$ cat src/hw/rtl/spad_pkg.sv
package spad_pkg;

  // Configuration register indexes.
  localparam int CFG_IDX_W = 3;
  localparam logic [CFG_IDX_W-1:0] REG_FOCAL     = 3'd0;
  localparam logic [CFG_IDX_W-1:0] REG_BASELINE  = 3'd1;
  localparam logic [CFG_IDX_W-1:0] REG_CENTER_X  = 3'd2;
  localparam logic [CFG_IDX_W-1:0] REG_CENTER_Y  = 3'd3;
  localparam logic [CFG_IDX_W-1:0] REG_THRESHOLD = 3'd4;

  // Shift-subtract unit sizing.
  localparam int DIV_W       = 50;
  localparam int RAD_W       = 64;
  localparam int ROOT_W      = 32;
  localparam int DEN_W       = 16;
  localparam int STEP_W      = 6;
  localparam logic [STEP_W-1:0] DIV_LAST  = 6'd49;
  localparam logic [STEP_W-1:0] SQRT_LAST = 6'd31;

  typedef enum logic {
    MODE_DIV,
    MODE_SQRT
  } mode_t;

  typedef enum logic [3:0] {
    S_IDLE,
    S_MUL_FB,
    S_DIV_Z,
    S_MUL_X,
    S_DIV_X,
    S_MUL_Y,
    S_DIV_Y,
    S_SQ_X,
    S_SQ_Y,
    S_SQ_Z,
    S_SQ_ACC,
    S_SQRT,
    S_FIN
  } state_t;

  // Request from the sequencer to the shift-subtract unit.
  typedef struct packed {
    logic             start;
    mode_t            mode;
    logic [RAD_W-1:0] num;
    logic [DEN_W-1:0] den;
  } unit_req_t;

  // Response from the shift-subtract unit.
  typedef struct packed {
    logic             done;
    logic [RAD_W-1:0] res;
  } unit_rsp_t;

endpackage

$ cat src/hw/rtl/spad_shsub.sv
// Radix-2 shift-subtract unit: unsigned division or integer square root.
module spad_shsub (
  input  logic                  clk,
  input  logic                  rst,
  input  spad_pkg::unit_req_t   req,
  output spad_pkg::unit_rsp_t   rsp
);

  logic                          busy;
  logic                          done;
  spad_pkg::mode_t               mode;
  logic [spad_pkg::STEP_W-1:0]   cnt;
  logic [34:0]                   rem;
  logic [spad_pkg::RAD_W-1:0]    acc;
  logic [spad_pkg::ROOT_W-1:0]   root;
  logic [spad_pkg::DEN_W-1:0]    den;

  logic [16:0] drem;
  logic        dfit;
  logic [34:0] srem;
  logic [34:0] strial;
  logic        sfit;
  logic [spad_pkg::STEP_W-1:0] last;

  // One step of each algorithm.
  always_comb begin
    drem   = {rem[15:0], acc[spad_pkg::RAD_W-1]};
    dfit   = drem >= {1'b0, den};
    srem   = {rem[32:0], acc[spad_pkg::RAD_W-1 -: 2]};
    strial = {1'b0, root, 2'b01};
    sfit   = srem >= strial;
    last   = (mode == spad_pkg::MODE_DIV) ? spad_pkg::DIV_LAST : spad_pkg::SQRT_LAST;
  end

  // Control.
  always_ff @(posedge clk) begin
    if (rst) begin
      busy <= 1'b0;
      done <= 1'b0;
      cnt  <= '0;
    end else begin
      done <= 1'b0;
      if (req.start) begin
        busy <= 1'b1;
        cnt  <= '0;
      end else if (busy) begin
        if (cnt == last) begin
          busy <= 1'b0;
          done <= 1'b1;
        end else begin
          cnt <= cnt + 1'b1;
        end
      end
    end
  end

  // Datapath.
  always_ff @(posedge clk) begin
    if (req.start) begin
      mode <= req.mode;
      den  <= req.den;
      rem  <= '0;
      root <= '0;
      if (req.mode == spad_pkg::MODE_DIV) begin
        acc <= {req.num[spad_pkg::DIV_W-1:0], {(spad_pkg::RAD_W-spad_pkg::DIV_W){1'b0}}};
      end else begin
        acc <= req.num;
      end
    end else if (busy) begin
      if (mode == spad_pkg::MODE_DIV) begin
        rem <= dfit ? {18'd0, drem - {1'b0, den}} : {18'd0, drem};
        acc <= {acc[spad_pkg::RAD_W-2:0], dfit};
      end else begin
        rem  <= sfit ? (srem - strial) : srem;
        root <= {root[spad_pkg::ROOT_W-2:0], sfit};
        acc  <= {acc[spad_pkg::RAD_W-3:0], 2'b00};
      end
    end
  end

  assign rsp.done = done;
  assign rsp.res  = (mode == spad_pkg::MODE_SQRT) ?
                    {{(spad_pkg::RAD_W-spad_pkg::ROOT_W){1'b0}}, root} : acc;

endmodule

$ cat config.mk
export PLATFORM = sky130hd
export DESIGN_NAME = spad_shsub
export DESIGN_NICKNAME = d
export VERILOG_FILES = /design/src/hw/rtl/spad_pkg.sv /design/src/hw/rtl/spad_shsub.sv
export SDC_FILE = /design/constraint.sdc
export NUM_CORES = 1
export LEC_CHECK = 0
export BUFFER_PORTS_ARGS = -buffer_cell sky130_fd_sc_hd__buf_4
export CAP_MARGIN = 5
export CORE_ASPECT_RATIO = 0.6
export CORE_UTILIZATION = 45
export CTS_CLUSTER_DIAMETER = 30
export DETAILED_ROUTE_END_ITERATION = 16
export GPL_ROUTABILITY_DRIVEN = 0
export PLACE_DENSITY = 0.65
export SKIP_CTS_REPAIR_TIMING = 1
export SYNTH_ARGS = -nofsm -noshare
export SYNTH_HDL_FRONTEND = slang
export SYNTH_SLANG_ARGS = --single-unit
$ cat constraint.sdc
create_clock -name clk -period 3.1 [get_ports clk]
set_input_delay 0.31 -clock clk [delete_from_list [all_inputs] [get_ports clk]]
set_output_delay 0.31 -clock clk [all_outputs]
set_load 0.05 [all_outputs]
==> impl_metrics.env, run 1 <==
export IMPL_crit_family="compound AO/OA/AOI/OAI gates"
export IMPL_grt_pass1_vias=8699
export IMPL_path_class="reg2reg"
export IMPL_drt_initial_drc_count=905
export IMPL_status="completed"
export IMPL_dp_hpwl_um=24710
export IMPL_r2r_end="rem[30]"
export IMPL_crit_arrival_ns=3.35
export IMPL_synth_top_family_by_area="compound AO/OA/AOI/OAI gates"
export IMPL_syn_inst=1226
export IMPL_synth_top_flop_cell="edfxtp_1"
export IMPL_skew_ns=0.008286
export IMPL_hold_path_class="in2reg"
export IMPL_fin_ws_ns=0.09284
export IMPL_overflow=0
export IMPL_antenna_found_initial=0
export IMPL_leakage_uw=0.005407
export IMPL_cts_root_buf="clkbuf_16"
export IMPL_p_switching_uw=5718
export IMPL_hold_viol=0
export IMPL_synth_edff_count=81
export IMPL_power_density_nw_per_um2=975.9
export IMPL_hold_depth=2
export IMPL_ant_nets=0
export IMPL_port_buffers=148
export IMPL_synthXorXnorAreaFrac_pct=3.186
export IMPL_via_per_inst=5.810
export IMPL_setup_viol=0
export IMPL_wirelength_um=32490
export IMPL_fin_crit_sh_pct=97.01
export IMPL_reg2reg_from="root[4]"
export IMPL_cts_htree_levels=4
export IMPL_route_vias_total=9801
export IMPL_synth_seq_area_share_pct=36.31
export IMPL_cts_sinks=154
export IMPL_grt_pass1_wl_um=49170
export IMPL_cp_slowest_cell="o41a_1"
export IMPL_fp_dieH_um=121.6
export IMPL_synth_fa_ha_area_share_pct=6.138
export IMPL_swShare_pct=45.21
export IMPL_fillCellCount=2135
export IMPL_io_pins=149
export IMPL_yosys_area_share_simple_pct=15.01
export IMPL_clkTransAtPathRegs_ns=0.07
export IMPL_fin_util_pct=55.76
export IMPL_p_seq_share_pct=20.7
export IMPL_worstHoldStart="rst"
export IMPL_synth_compound_area_share_pct=24.57
export IMPL_clk_path_buf_depth=2
export IMPL_end_kind="flip-flop"
export IMPL_worst_hold_path_endpoint="busy"
export IMPL_path_buf_inv=2
export IMPL_drive_gt1_share_pct=20.04
export IMPL_p_int_uw=6930
export IMPL_die_area_sq_um=24470
export IMPL_startpoint_type="flip-flop"
export IMPL_synth_area_sq_um=10720
export IMPL_maxSlewHeadroom_pct=30.45
export IMPL_cp_cell_sequence="inv_1, ha_1, nand4_1, a211oi_2, o41a_1, o21a_1, a2111oi_4, buf_4, o31a_1, mux2i_1, a221o_1"
export IMPL_cts_tree="yes"
export IMPL_dp_slack_ns=-0.02021
export IMPL_syn_area_per_cell_sq_um=8.746
export IMPL_grt_max_degree=85
export IMPL_wire_per_inst_um=19.26
export IMPL_tns_ns=0
export IMPL_slew_viol_final=0
export IMPL_critPathMaxStageDelay_ns=0.45
export IMPL_vdd_drop_max_mv=0.8516
export IMPL_total_power_uw=12650
export IMPL_initial_core_util_pct=46.13
export IMPL_area_delta_synth_final_pct=20.86
export IMPL_core_area_sq_um=23240
export IMPL_synth_mux_area_share_pct=9.335
export IMPL_synth_async_sr_flop_share_pct=0
export IMPL_synth_cell_types=70
export IMPL_fmax_mhz=332.5
export IMPL_rr_worst_depth=11
export IMPL_synth_nets=1362
export IMPL_cp_max_fo=6
export IMPL_grt_use_total_pct=26.33
export IMPL_min_period_ns=3.007
export IMPL_rows=43
export IMPL_worst_pin_slew_ns=1.039
export IMPL_insertion_delay_ns=0.46
export IMPL_layout_nets=1495
export IMPL_r2r_slack_ns=0.09
export IMPL_drv_cap=0
export IMPL_drc=0
export IMPL_power_frac_comb_pct=63.4
export IMPL_ys_warn_count=0
export IMPL_critPathLaunch="root[4]"
export IMPL_die_w_um=201.3
export IMPL_drt_pass1_iter_count=5
export IMPL_p_clk_share_pct=15.9
export IMPL_ys_ff_latch=154
export IMPL_cts_buffers=17
export IMPL_n_antenna_cell=0
export IMPL_cp_required_ns=3.44
[layout make-up]
class | count | area (sq um) | share of cell area, %
repair buffers | 192 | 1536 | 11.86
well taps | 315 | 394.1 | 3.041
clock inverters | 12 | 93.84 | 0.7241
clock buffers | 20 | 456.7 | 3.524
multi-input cells | 922 | 6314 | 48.72
inverters | 72 | 270.3 | 2.085
flip-flops and latches | 154 | 3895 | 30.05
[flip-flops by register name, indices dropped and copies added, names as in the netlist]
name,count
acc,64
rem,33
root,32
den,16
cnt,6
busy,1
done,1
mode,1
[per-stage QoR]
step | area [sq um] | hold WS [ns] | cells
4_1_cts | 12870 | 0.008794 | 1685
2_1_floorplan | 10720 | 0.3824 | 1226
3_5_place_dp | 12320 | 0.4683 | 1653
6_report | 12960 | 0.02234 | 1687
3_3_place_gp | 12320 | 0.4543 | 1653
5_1_grt | 12960 | 0.01388 | 1687
[cells in the final DEF (no fill, tap or decap), types with 4 or more instances in the layout]
cell type and count:
a211oi_1 60, a211oi_2 8, a21o_1 35, a21oi_1 135, a311oi_1 4, a31oi_1 6, a32oi_1 11, and2_1 4
and3_1 7, buf_12 7, buf_4 183, clkbuf_16 17, clkinv_4 7, dfxtp_1 72, edfxtp_1 81, ha_1 47
inv_1 71, mux2_2 16, mux2i_1 82, nand2_1 127, nand2b_1 16, nand3_1 12, nand4_1 13, nor2_1 55
nor2b_1 57, nor3_1 14, o211ai_1 6, o21a_1 9, o21ai_0 48, o21ai_1 23, o21bai_1 4, o31ai_1 9
o32ai_1 8, or2_2 5, or3_1 5, xnor2_1 26, xor2_1 13
[power by group through the flow]
stage,combinational (uW),clock (uW),sequential (uW)
2_1_floorplan,5390,0,2580
3_3_place_gp,7550,0,2650
3_5_place_dp,7590,0,2650
4_1_cts,7640,2030,2610
5_1_grt,8590,2120,2650
6_report,8020,2010,2620
[metal layers]
metal	wire, um	track usage (%)	up-vias
li1	-	-	4781
met1	17030	43.19	4676
met2	12760	33.91	321
met3	2415	5.003	23
met4	277	6.297	0
met5	0	0	-
[Yosys cell counts (3+ instances only)]
cell	instances	area, sq um
or2_2	5	31.28
o21ai_1	22	110.1
nand2_1	127	476.7
a311oi_1	5	43.79
a21boi_0	3	22.52
xnor2_1	26	227.7
nand3_1	13	65.06
a32oi_1	11	96.34
xor2_1	13	113.9
inv_1	72	270.3
mux2_2	16	180.2
buf_2	5	25.02
nor2b_1	57	356.6
nor3_1	14	70.07
and2_1	4	25.02
nor2_1	55	206.5
nand2_2	3	18.77
buf_1	10	37.54
ha_1	51	638.1
a21o_1	35	262.8
mux2i_1	82	820.8
o21bai_1	4	30.03
clkbuf_1	60	225.2
dfxtp_1	73	1461
o31ai_1	10	75.07
a21oi_1	137	685.7
edfxtp_1	81	2432
a211o_1	3	26.28
nand2b_1	16	100.1
and3_1	7	43.79
or3_1	5	31.28
o21a_1	9	67.56
o32ai_1	8	70.07
o22ai_1	3	18.77
a211oi_2	6	75.07
a31oi_1	6	37.54
nor4_1	3	18.77
a211oi_1	62	465.5
a221oi_1	3	26.28
o211ai_1	6	45.04
nand4_1	13	81.33
o21ai_0	49	245.2
[cells by family after synthesis]
| kind of cell | after synthesis |
|---|---|
| buffers and inverters | 150 |
| adder cells (fa/ha/maj) | 52 |
| flip-flops | 154 |
| AND/OR/NAND/NOR | 332 |
| XOR/XNOR | 39 |
| AO/OA/AOI/OAI | 401 |
| multiplexers | 98 |
[worst register-to-register path, cell delays in order, from the launching register on]
cell and delay [ns]:
dfxtp_1 0.38, inv_1 0.06, ha_1 0.35, nand4_1 0.18, a211oi_2 0.07, o41a_1 0.45, o21a_1 0.28, a2111oi_4 0.30
buf_4 0.19, o31a_1 0.16, mux2i_1 0.12, a221o_1 0.36
[worst max path at each step]
stage / cells after the start / slack [ns] / to
detailed placement: 10 / -0.02 / rem[30]
floorplan: 11 / 0.33 / rem[3]
finish: 11 / 0.09 / rem[30]
CTS: 10 / -0.05 / rem[30]
global placement: 10 / 0.08 / rem[30]
global route: 11 / -0.02 / rem[10]
Power figures use the tool's default switching activity.
==> run 2, diff against run 1 <==
CORE_MARGIN = 2   (was not set)
==> impl_metrics.env, run 2 (same netlist as run 1, synthesis figures left out) <==
export IMPL_core_area_sq_um=23240
export IMPL_io_pins=149
export IMPL_seqCellArea_sq_um=3894
export IMPL_min_period_ns=2.989
export IMPL_vdd_drop_max_mv=0.9644
export IMPL_clkTransAtPathRegs_ns=0.06
export IMPL_area_delta_synth_final_pct=21.34
export IMPL_via_per_inst=5.894
export IMPL_skew_ns=0.007862
export IMPL_fp_dieH_um=123.6
export IMPL_slew_viol_final=0
export IMPL_drive_gt1_share_pct=19.69
export IMPL_cp_max_fo=10
export IMPL_cts_tree="yes"
export IMPL_met3_usage_pct=4.186
export IMPL_ant_nets=0
export IMPL_drt_pass1_iter_count=5
export IMPL_grt_max_degree=132
export IMPL_route_vias_total=9937
export IMPL_worst_pin_slew_ns=0.7071
export IMPL_drt_initial_drc_count=1054
export IMPL_leakage_uw=0.005421
export IMPL_hold_viol=0
export IMPL_rows=43
export IMPL_placed_area_sq_um=12340
export IMPL_power_density_nw_per_um2=992.0
export IMPL_largest_register_ffs=64
export IMPL_port_buffers=148
export IMPL_grtUsageMet1_pct=42.92
export IMPL_multiInputGateArea_sq_um=6296
export IMPL_layout_nets=1494
export IMPL_status="completed"
export IMPL_dp_hpwl_um=24960
export IMPL_busiest_layer="met1"
export IMPL_crit_arrival_ns=3.31
export IMPL_grt_pass1_vias=8992
export IMPL_total_power_uw=12910
export IMPL_maxSlewHeadroom_pct=52.76
export IMPL_use_met2_pct=34.45
export IMPL_grt_use_total_pct=26.37
export IMPL_cts_root_buf="clkbuf_16"
export IMPL_n_antenna_cell=0
export IMPL_cts_sinks=154
export IMPL_cts_buffers=17
export IMPL_whs_ns=0.03038
export IMPL_cp_required_ns=3.43
export IMPL_startpoint_type="flip-flop"
export IMPL_antenna_found_initial=0
export IMPL_fin_util_pct=55.98
export IMPL_reg_largest_list="acc (64), rem (33), root (32)"
export IMPL_path_class="reg2reg"
export IMPL_clk_path_buf_depth=2
export IMPL_fillCellCount=2143
export IMPL_grt_pass1_wl_um=50560
export IMPL_top_register="acc"
export IMPL_die_area_sq_um=25120
export IMPL_fin_crit_sh_pct=96.41
export IMPL_initial_core_util_pct=46.13
export IMPL_final_cell_mix="buf_4 (181), a21oi_1 (135), nand2_1 (127), mux2i_1 (81), edfxtp_1 (81)"
export IMPL_wirelength_um=33270
export IMPL_end_kind="flip-flop"
export IMPL_insertion_delay_ns=0.45
export IMPL_overflow=0
export IMPL_wire_per_inst_um=19.73
export IMPL_mostFrequentLayoutCell="buf_4"
export IMPL_fin_area_sq_um=13010
export IMPL_drv_cap=0
export IMPL_hold_path_class="in2reg"
export IMPL_fmax_mhz=334.6
export IMPL_setup_viol=0
export IMPL_drc=0
export IMPL_cts_htree_levels=4
export IMPL_die_w_um=203.3
run 2: cell count changes in the layout (fill, tap and decap cells not counted), sizes merged:
| cell | delta |
|---|---|
| clkinvlp | +1 |
| inv | -1 |
| clkbuf | +2 |
| clkinv | -5 |
| bufinv | +3 |
| buf | -1 |
run 2: final timing paths:
path         startpoint  endpoint  slack [ns]  cells after the start
max            root[22]   rem[29]        0.11                     12
min                 rst      busy        0.03                      2
max reg2reg    root[22]   rem[29]        0.11                     12
min reg2reg     rem[17]   rem[17]        0.48                      2
run 2: where the power goes:
group / internal, uW / switching (uW)
logic: 3440 / 4630
registers: 2410 / 224
clock network: 1320 / 889
total: 7160 / 5740
run 2: critical path, stage by stage (launching register included):
cell and delay (ns):
dfxtp_1 0.37, inv_1 0.06, ha_1 0.38, and3_1 0.24, nand4_1 0.28, nor3_1 0.39
a31oi_1 0.19, o21ai_1 0.18, nor2_2 0.09, buf_4 0.17, buf_4 0.18, a32oi_1 0.24
o21ai_1 0.09
run 2: final cells by class:
cell class	instances	area share, %
Sequential cell	154	29.93
Clock buffer	22	3.577
Tap cell	315	3.029
Inverter	72	2.077
Clock inverter	10	1.087
Multi-Input combinational cell	922	48.39
Timing Repair Buffer	191	11.91
run 2: metal layers:
metal	share of wire (%)	vias up
met5	0	-
met4	1.7	0
met3	7.9	46
met2	39	365
met1	51	4748
li1	-	4778
run 2: through the flow:
| stage | setup WS, ns | cells | TNS [ns] |
|---|---|---|---|
| 6_report | 0.1114 | 1686 | 0 |
| 5_1_grt | -0.003920 | 1686 | -0.003920 |
| 4_1_cts | 0.03296 | 1684 | 0 |
| 3_5_place_dp | 0.07445 | 1652 | 0 |
| 3_3_place_gp | 0.1103 | 1652 | 0 |
| 2_1_floorplan | 0.3253 | 1226 | 0 |
==> run 3, diff against run 2 <==
CTS_BUF_LIST = sky130_fd_sc_hd__clkbuf_8   (was not set)
==> impl_metrics.env, run 3 (same netlist as run 1, synthesis figures left out) <==
export IMPL_cts_htree_levels=4
export IMPL_initial_core_util_pct=46.13
export IMPL_cp_required_ns=3.45
export IMPL_setup_viol=0
export IMPL_overflow=0
export IMPL_layout_nets=1510
export IMPL_core_area_sq_um=23240
export IMPL_drc=0
export IMPL_fin_area_sq_um=13000
export IMPL_rows=43
export IMPL_hold_viol=0
export IMPL_p_switching_uw=5701
export IMPL_final_cell_mix="buf_4 (181), a21oi_1 (135), nand2_1 (127), mux2i_1 (81), edfxtp_1 (81)"
export IMPL_power_frac_comb_pct=65.1
export IMPL_path_class="reg2reg"
export IMPL_mostFrequentLayoutCell="buf_4"
export IMPL_via_per_inst=5.861
export IMPL_startpoint_type="flip-flop"
export IMPL_cts_root_buf="clkbuf_8"
export IMPL_fin_ws_ns=0.1358
export IMPL_hold_path_class="in2reg"
export IMPL_die_area_sq_um=25120
export IMPL_wire_per_inst_um=19.50
export IMPL_cts_buffers=17
export IMPL_cp_slowest_cell="or4_4"
export IMPL_worst_pin_slew_ns=0.6964
export IMPL_vdd_drop_max_mv=0.9454
export IMPL_fin_crit_sh_pct=95.62
export IMPL_critPathMaxStageDelay_ns=0.53
export IMPL_area_delta_synth_final_pct=21.20
export IMPL_wirelength_um=33190
export IMPL_cts_sinks=154
export IMPL_leakage_uw=0.005424
export IMPL_total_power_uw=12430
export IMPL_path_buf_inv=2
export IMPL_drv_cap=0
export IMPL_end_kind="flip-flop"
export IMPL_grt_pass1_wl_um=50350
export IMPL_maxSlewHeadroom_pct=53.40
export IMPL_cp_max_fo=16
export IMPL_p_seq_share_pct=21.1
export IMPL_largest_register_ffs=64
export IMPL_dp_slack_ns=0.07445
export IMPL_cts_tree="yes"
export IMPL_antenna_found_initial=0
export IMPL_clk_path_buf_depth=2
export IMPL_port_buffers=148
export IMPL_swShare_pct=45.88
export IMPL_cp_cell_sequence="inv_1, ha_1, nor2_1, or4_4, nand2_2, a31oi_4, a2111o_1, nand2_2, buf_12, mux2i_2, o221ai_1"
export IMPL_drt_pass1_iter_count=6
export IMPL_p_clk_share_pct=13.7
export IMPL_min_period_ns=2.964
export IMPL_status="completed"
export IMPL_grt_use_total_pct=26.21
export IMPL_fp_dieH_um=123.6
export IMPL_n_antenna_cell=0
export IMPL_drt_initial_drc_count=955
export IMPL_critPathMostFrequentCell="nand2_2"
export IMPL_die_w_um=203.3
export IMPL_clkTransAtPathRegs_ns=0.09
export IMPL_fin_cells=1702
export IMPL_power_density_nw_per_um2=956.1
export IMPL_p_int_uw=6725
export IMPL_route_vias_total=9976
export IMPL_reg_largest_list="acc (64), rem (33), root (32)"
export IMPL_dp_hpwl_um=24960
export IMPL_io_pins=149
export IMPL_insertion_delay_ns=0.50
export IMPL_crit_family="simple AND/OR/NAND/NOR gates"
export IMPL_crit_arrival_ns=3.32
export IMPL_grt_max_degree=132
export IMPL_ant_nets=0
export IMPL_fmax_mhz=337.4
export IMPL_placedCellCount=1652
export IMPL_skew_ns=0.01535
export IMPL_grt_pass1_vias=9013
export IMPL_placed_area_sq_um=12340
export IMPL_top_register="acc"
export IMPL_slew_viol_final=0
export IMPL_drive_gt1_share_pct=19.61
-- run 3: cell types whose count changed in the layout (fill, tap and decap cells not counted), sizes merged --
cell / previous run / this run
inv: 73 / 77
bufinv: 3 / 4
dlygate4sd3: 0 / 16
clkbuf: 22 / 17
-- run 3: path summary, 6_finish.rpt --
| check | from | endpoint | slack, ns | cells after the start |
|---|---|---|---|---|
| setup reg to reg | root[10] | rem[12] | 0.14 | 11 |
| hold / removal | req[6] | den[6] | 0.01 | 1 |
| hold reg to reg | root[14] | root[15] | 0.48 | 2 |
| setup / recovery | root[10] | rem[12] | 0.14 | 11 |
-- run 3: power by group through the flow --
stage	clock (uW)	sequential (uW)	combinational [uW]
2_1_floorplan	0	2580	5390
3_3_place_gp	0	2660	7560
3_5_place_dp	0	2670	7610
4_1_cts	1720	2620	7680
5_1_grt	1800	2650	8700
6_report	1700	2630	8100
-- run 3: routing by layer --
| metal | GRT usage [%] | wire length (um) | up-vias |
|---|---|---|---|
| li1 | - | - | 4806 |
| met1 | 42.47 | 17220 | 4792 |
| met2 | 34.58 | 13070 | 349 |
| met3 | 4.317 | 2440 | 29 |
| met4 | 7.436 | 467 | 0 |
| met5 | 0 | 0 | - |
-- run 3: cell type report --
type	count	area (sq um)
clock buffers	17	234.0
clock inverters	15	186.4
fillers	2169	10250
inverters	72	270.3
multi-input cells	922	6307
flip-flops and latches	154	3894
well taps	315	394.1
repair buffers	207	1710
-- run 3: per-stage QoR --
step	utilization (%)	hold WS, ns	TNS, ns
final	55.92	0.01104	0
after global routing	55.92	0.001305	-0.02378
after CTS	54.91	-0.04007	0
after detailed placement	53.10	0.4733	0
after global placement	53.10	0.4553	0
after floorplan	-	0.3824	0
